File: src/hw/rtl/iirs_pkg.sv
// ----------------------------------------------------------------------------
// iirs_pkg
// Shared types and constants of the summed-area table box-sum core: the item
// formats of both channels, command, status and register codes, and the
// controller states.
// ----------------------------------------------------------------------------
package iirs_pkg;

   localparam int PIXEL_W     = 8;
   localparam int RECT_X_W    = 9;
   localparam int RECT_Y_W    = 8;
   localparam int RECT_W_W    = 10;
   localparam int RECT_H_W    = 9;
   localparam int SUM_W       = 25;
   localparam int STATUS_W    = 2;
   localparam int RSUM_W      = 17;
   localparam int IMG_W_W     = 10;
   localparam int IMG_H_W     = 9;
   localparam int CSR_DATA_W  = 10;
   localparam int CSR_INDEX_W = 1;

   // Horizontal and vertical far edge of a rectangle (x + w, y + h)
   localparam int EDGE_X_W = RECT_W_W + 1;
   localparam int EDGE_Y_W = RECT_H_W + 1;

   localparam logic [IMG_W_W-1:0] IMG_WIDTH_RST  = 10'd512;
   localparam logic [IMG_H_W-1:0] IMG_HEIGHT_RST = 9'd256;

   localparam logic CMD_LOAD  = 1'b0;
   localparam logic CMD_QUERY = 1'b1;

   localparam logic [CSR_INDEX_W-1:0] CSR_IMG_WIDTH  = 1'b0;
   localparam logic [CSR_INDEX_W-1:0] CSR_IMG_HEIGHT = 1'b1;

   localparam logic [STATUS_W-1:0] STATUS_OK        = 2'd0;
   localparam logic [STATUS_W-1:0] STATUS_BOUNDS    = 2'd1;
   localparam logic [STATUS_W-1:0] STATUS_NOT_READY = 2'd2;

   typedef struct packed {
      logic                cmd;
      logic                first_pixel;
      logic [PIXEL_W-1:0]  pixel;
      logic [RECT_X_W-1:0] rect_x;
      logic [RECT_Y_W-1:0] rect_y;
      logic [RECT_W_W-1:0] rect_w;
      logic [RECT_H_W-1:0] rect_h;
   } req_type;

   typedef struct packed {
      logic [SUM_W-1:0]    rect_sum;
      logic [STATUS_W-1:0] status;
   } rsp_type;

   typedef enum logic [3:0] {
      ST_IDLE     = 4'b0001,
      ST_LOAD_WR  = 4'b0010,
      ST_QRY_RD2  = 4'b0100,
      ST_QRY_FIN  = 4'b1000
   } state_type;

endpackage

File: src/hw/rtl/iirs_scan.sv
// ----------------------------------------------------------------------------
// iirs_scan
// Raster position tracker of the table build: image size registers, column
// and row position, running row sum and the image-complete flag. Gives the
// table addresses and row sum for the load item on the request port.
// ----------------------------------------------------------------------------
module iirs_scan import iirs_pkg::*; #(
   parameter int MAX_WIDTH  = 512,
   parameter int MAX_HEIGHT = 256,
   parameter int COL_W      = $clog2(MAX_WIDTH),
   parameter int ROW_W      = $clog2(MAX_HEIGHT),
   parameter int EW         = $clog2(MAX_WIDTH + 1),
   parameter int EH         = $clog2(MAX_HEIGHT + 1)
) (
   input  logic                   clock,
   input  logic                   reset,
   input  logic                   csr_wr_en,
   input  logic [CSR_INDEX_W-1:0] csr_index,
   input  logic [CSR_DATA_W-1:0]  csr_wdata,
   input  logic                   load_go,
   input  logic                   first_pixel,
   input  logic [PIXEL_W-1:0]     pixel,
   output logic                   load_wr,
   output logic [ROW_W+COL_W-1:0] wr_addr,
   output logic [ROW_W+COL_W-1:0] above_addr,
   output logic                   above_zero,
   output logic [RSUM_W-1:0]      rsum_new,
   output logic                   done,
   output logic [EW-1:0]          eff_w,
   output logic [EH-1:0]          eff_h
);

   localparam int WX = (EW > IMG_W_W) ? EW : IMG_W_W;
   localparam int HX = (EH > IMG_H_W) ? EH : IMG_H_W;

   logic [IMG_W_W-1:0] width_ff,  width_in;
   logic [IMG_H_W-1:0] height_ff, height_in;
   logic [COL_W-1:0]   col_ff,    col_in;
   logic [ROW_W-1:0]   row_ff,    row_in;
   logic [RSUM_W-1:0]  rsum_ff,   rsum_in;
   logic               done_ff,   done_in;

   logic [WX-1:0]      width_ext;
   logic [HX-1:0]      height_ext;
   logic [COL_W-1:0]   col0;
   logic [ROW_W-1:0]   row0;
   logic [RSUM_W-1:0]  rsum0;
   logic               done0;
   logic [EW-1:0]      col_nx;
   logic [EH-1:0]      row_nx;

   // clamp the size registers to 1..MAX
   always_comb begin
      width_ext  = WX'(width_ff);
      height_ext = HX'(height_ff);
      if (width_ext == '0) begin
         eff_w = EW'(1);
      end else if (width_ext > WX'(MAX_WIDTH)) begin
         eff_w = EW'(MAX_WIDTH);
      end else begin
         eff_w = EW'(width_ext);
      end
      if (height_ext == '0) begin
         eff_h = EH'(1);
      end else if (height_ext > HX'(MAX_HEIGHT)) begin
         eff_h = EH'(MAX_HEIGHT);
      end else begin
         eff_h = EH'(height_ext);
      end
   end

   // position of the pixel on the request port
   always_comb begin
      col0  = col_ff;
      row0  = row_ff;
      rsum0 = rsum_ff;
      done0 = done_ff;
      if (first_pixel) begin
         col0  = '0;
         row0  = '0;
         rsum0 = '0;
         done0 = 1'b0;
      end
      if (EW'(col0) >= eff_w || EH'(row0) >= eff_h) begin
         col0  = '0;
         row0  = '0;
         rsum0 = '0;
      end
      load_wr    = !done0;
      rsum_new   = rsum0 + RSUM_W'(pixel);
      above_zero = (row0 == '0);
      wr_addr    = {row0, col0};
      above_addr = {row0 - ROW_W'(1), col0};
      col_nx     = EW'(col0) + EW'(1);
      row_nx     = EH'(row0) + EH'(1);
   end

   always_comb begin
      width_in  = width_ff;
      height_in = height_ff;
      col_in    = col_ff;
      row_in    = row_ff;
      rsum_in   = rsum_ff;
      done_in   = done_ff;
      if (csr_wr_en) begin
         case (csr_index)
            CSR_IMG_WIDTH:  width_in  = csr_wdata[IMG_W_W-1:0];
            CSR_IMG_HEIGHT: height_in = csr_wdata[IMG_H_W-1:0];
            default: ;
         endcase
         col_in  = '0;
         row_in  = '0;
         rsum_in = '0;
         done_in = 1'b0;
      end else if (load_go && load_wr) begin
         done_in = 1'b0;
         if (col_nx == eff_w) begin
            col_in  = '0;
            rsum_in = '0;
            if (row_nx == eff_h) begin
               row_in  = '0;
               done_in = 1'b1;
            end else begin
               row_in = ROW_W'(row_nx);
            end
         end else begin
            col_in  = COL_W'(col_nx);
            row_in  = row0;
            rsum_in = rsum_new;
         end
      end
   end

   always_ff @(posedge clock) begin
      if (reset) begin
         width_ff  <= IMG_WIDTH_RST;
         height_ff <= IMG_HEIGHT_RST;
         col_ff    <= '0;
         row_ff    <= '0;
         rsum_ff   <= '0;
         done_ff   <= 1'b0;
      end else begin
         width_ff  <= width_in;
         height_ff <= height_in;
         col_ff    <= col_in;
         row_ff    <= row_in;
         rsum_ff   <= rsum_in;
         done_ff   <= done_in;
      end
   end

   assign done = done_ff;

endmodule

File: config.mk
export PLATFORM = sky130hd
export DESIGN_NAME = iirs_scan
export DESIGN_NICKNAME = d
export VERILOG_FILES = /design/src/hw/rtl/iirs_pkg.sv /design/src/hw/rtl/iirs_scan.sv
export SDC_FILE = /design/constraint.sdc
export NUM_CORES = 1
export LEC_CHECK = 0
export ABC_AREA = 1
export BUFFER_PORTS_ARGS = -buffer_cell sky130_fd_sc_hd__buf_4
export CAP_MARGIN = 10
export CORE_AREA = 8 8 120 94
export CTS_BUF_LIST = sky130_fd_sc_hd__clkbuf_8
export DETAILED_ROUTE_END_ITERATION = 16
export DIE_AREA = 0 0 128 102
export GPL_TIMING_DRIVEN = 0
export PLACE_DENSITY = 0.8
export REMOVE_ABC_BUFFERS = 1
export SLEW_MARGIN = 25
export SYNTH_ARGS = -nofsm -noshare
export SYNTH_HDL_FRONTEND = slang
export SYNTH_SLANG_ARGS = --single-unit
export TNS_END_PERCENT = 100
File: constraint.sdc
create_clock -name clock -period 5.64 [get_ports clock]
set_clock_uncertainty 0.1 [all_clocks]
set_input_delay 1.128 -clock clock [delete_from_list [all_inputs] [get_ports clock]]
set_output_delay 1.128 -clock clock [all_outputs]
set_load 0.02 [all_outputs]
==> impl_metrics.yaml <==
synthesis:
  muxShareOfSynthArea_pct: 0
  netlist_instances: 778
  syn-cell-area_mm2: 0.00467
  synth_cell_types: 36
  async_flop_share_pct: 0
  synthAdderAreaFrac_pct: 8.19
  synth.top_cell.area_share_pct: 23.1
  synth-seq-cells: 54
  yosysSeqAreaShare_pct: 23.1
  synth.area.top_cells: "dfxtp_1, nand2_1, inv_1"
  synth-simple-area-share_pct: 40.9
  ys.flop_type: "dfxtp_1"
  synth_top_family_by_area: "simple AND/OR/NAND/NOR gates"
  yosys.area.top_type: "dfxtp_1"
  synthXorXnorAreaFrac_pct: 4.26
  synth-edff-count: 0
  yosysWarnings: 0
  synth_compound_area_share_pct: 9.67
  syn_area_per_cell_um2: 6.01
sta:
  finalCritPeriodShare_pct: 104
  fin_setup_tns_ns: -1.21
  finalMaxSlewViolations: 0
  fin_ws_ns: -0.234
  period_minus_slack_ns: 5.87
  max_freq_ghz: 0.170
  slew_headroom_pct: 45.2
  finalHoldViolCount: 0
  worst_slew_pin_slew_ns: 0.819
  rsz0062_at_grt: "true"
  finalSetupViolCount: 8
global_route:
  grt_pass1_wl_mm: 24.3
  grt.total_usage_pct: 22.9
  grt_max_degree: 38
  gr-total-overflow: 0
  antenna_found_initial: 0
  grt_pass1_vias: 5163
routing:
  ant_nets: 0
  avgRoutedWirePerCell_um: 17.1
  drt-vias-per-instance: 5.68
  drc: 0
  drtPass1Iterations: 8
  routed_wl_mm: 17.9
  dr.first_iter.drc_count: 715
  via_count: 5950
finish:
  areaGrowthSynthToFinish_pct: 41.1
  multi_input_area_mm2: 0.00353
  fillers: 660
  register_area_mm2: 0.00108
  nets: 969
  drive_gt1_share_pct: 32.2
  antenna_cells: 0
power_and_ir_drop:
  power.leakage_nw: 3.18
  powerDensity_mw_per_mm2: 141
  vdd_drop_max_v: 0.0000916
status:
  violations: "negative setup slack"
  run_status: "finished with violations"
worst_setup_path:
  critPathRequiredTime_ns: 4.41
  crit-reg2reg-capture: "rsum_ff[2]"
  endpoint_kind: "output port"
  critPathArrivalTime_ns: 4.65
  crit_type: "in -> out"
  worst-r2r-setup-slack_ns: 0.23
  ff2ff_path_depth: 34
  critPathLaunchType: "input pin"
  r2r_start: "width_ext[4]"
  crit_fanout: 7
cts:
  postCtsHoldBufs: 0
  worstSkewPairLatency_ns: 0.35
  cts-root-buf: "clkbuf_8"
  cts_buffers: 5
  cts_htree_levels: 2
  cts_max_path_buffers: 2
  cts_sinks: 54
  cts_tree: "done"
  path_clk_slew_ns: 0.11
floorplan:
  num_rows: 31
  fp.coreArea_mm2: 0.00939
  start_util_pct: 49.8
  ioPinCount: 97
  chipWidth_um: 128
  die_height_um: 102
  die_area_mm2: 0.0131
place:
  dpl_worst_slack_ns: -1.17
  io_buffers: 96
  dpl.hpwl_mm: 10.1
  place.gp.congestion: 0.921
min_path:
  hold_class: "reg -> reg"
  hold_path_end: "col_ff[1]"
  hp-start: "col_ff[1]"
  holdPathStages: 2
run:
  maxCapViolCount: 0
==> per-layer routing <==
| layer | vias to the layer above | share of wire, % | global-route usage (%) |
|---|---|---|---|
| met5 | - | 0 | 0 |
| met4 | 0 | 5.1 | 9.29 |
| met3 | 110 | 12 | 4.07 |
| met2 | 463 | 44 | 38.0 |
| met1 | 2645 | 39 | 29.1 |
| li1 | 2732 | - | - |
==> cells in the final DEF (no fill, tap or decap), types with 4 or more instances in the layout <==
cell,netlist,layout
nand3_2,4,9
a21oi_1,54,46
clkbuf_8,0,5
nand2_2,8,20
nand3_4,0,4
nand2_1,217,198
a21oi_4,0,4
inv_2,7,13
nor2_1,101,78
o21ai_0,24,23
buf_6,5,4
dfxtp_1,54,54
nor2_4,3,21
nand3_1,69,60
nor2_2,9,16
ha_4,0,11
buf_4,10,152
ha_1,29,18
nand4_1,18,18
a21oi_2,1,5
inv_1,108,98
xor2_1,16,14
nand2_4,0,6
==> metrics by stage <==
step	cells	utilization (%)	hold WS (ns)	instance area (um^2)	total power, mW
6_report	1048	70.2	0.373	6590	0.928
2_1_floorplan	746	-	0.342	4470	0.526
5_1_grt	1048	70.2	0.392	6590	0.956
4_1_cts	1021	64.9	0.373	6090	0.869
3_5_place_dp	974	57.1	0.357	5360	0.593
3_3_place_gp	974	57.0	0.354	5350	0.591
==> cell type report <==
class,count,share of cell area [%]
clock buffer,5,1.04
timing repair buffer,159,19.2
clock inverter,3,0.398
multi-input combinational,577,53.5
timing repair inverter,1,0.0759
tap,132,2.50
sequential,54,16.4
inverter,117,6.91
==> sequential cells by signal (all words and copies together), names as in the netlist <==
name,flops
height_ext,9
rsum_ff,17
col_ff,9
done,1
row_ff,8
width_ext,10
==> how the worst max path moves through the flow <==
stage                     start      endpoint  slack (ns)  cells after the start
CTS                 first_pixel  rsum_new[14]       -0.03                     26
global route        first_pixel  rsum_new[15]       -0.37                     27
finish              first_pixel  rsum_new[15]       -0.23                     27
detailed placement  first_pixel  rsum_new[16]       -1.17                     23
global placement    first_pixel  rsum_new[16]       -1.13                     27
floorplan           first_pixel  rsum_new[14]       -0.13                     25
==> worst max-delay path, stage by stage <==
cell,delay [ns]
buf_16,0.10
clkinvlp_4,0.24
nand2_4,0.17
inv_6,0.05
ha_4,0.22
nand2_2,0.05
nand2_1,0.05
nand2_1,0.08
nand2_1,0.08
nand2_2,0.10
inv_2,0.05
nor2_4,0.18
nand2_8,0.10
buf_12,0.16
nor2_2,0.12
ha_4,0.16
nand2_1,0.07
inv_1,0.07
nand4_1,0.12
o211ai_1,0.16
a21oi_1,0.13
or2_4,0.27
nor2_4,0.16
nand3_4,0.12
nor2_4,0.16
xnor2_2,0.14
buf_4,0.17
==> power breakdown <==
group / switching, mW / total [mW] / internal, mW
clock network: 0.158 / 0.250 / 0.0920
logic: 0.169 / 0.278 / 0.109
registers: 0.00784 / 0.401 / 0.393
total: 0.335 / 0.928 / 0.594
==> cells in the mapped netlist, drive strengths merged, types with 3 or more instances <==
master,number
a21oi,55
buf,16
clkbuf,16
dfxtp,54
ha,29
inv,116
nand2,225
nand3,73
nand4,19
nor2,114
nor3,3
nor4,3
o211ai,3
o21ai,25
xnor2,4
xor2,16
==> cell families (layout without fill, tap and decap cells) <==
logic type | after synthesis | count (layout)
AND/OR/NAND/NOR | 438 | 440
buffers and inverters | 149 | 285
AO/OA/AOI/OAI | 86 | 86
flip-flops | 54 | 54
adder cells (fa/ha/maj) | 30 | 30
XOR/XNOR | 21 | 21
==> repair_timing <==
item	4_1_cts	5_1_grt
hold endpoints to repair	0	0
pin swaps	34	45
cloned	2	2
gates resized for setup	73	62
buffers inserted	37	25
endpoints found under the setup margin	39	51
Note: power is estimated with default switching activity, not from simulation.
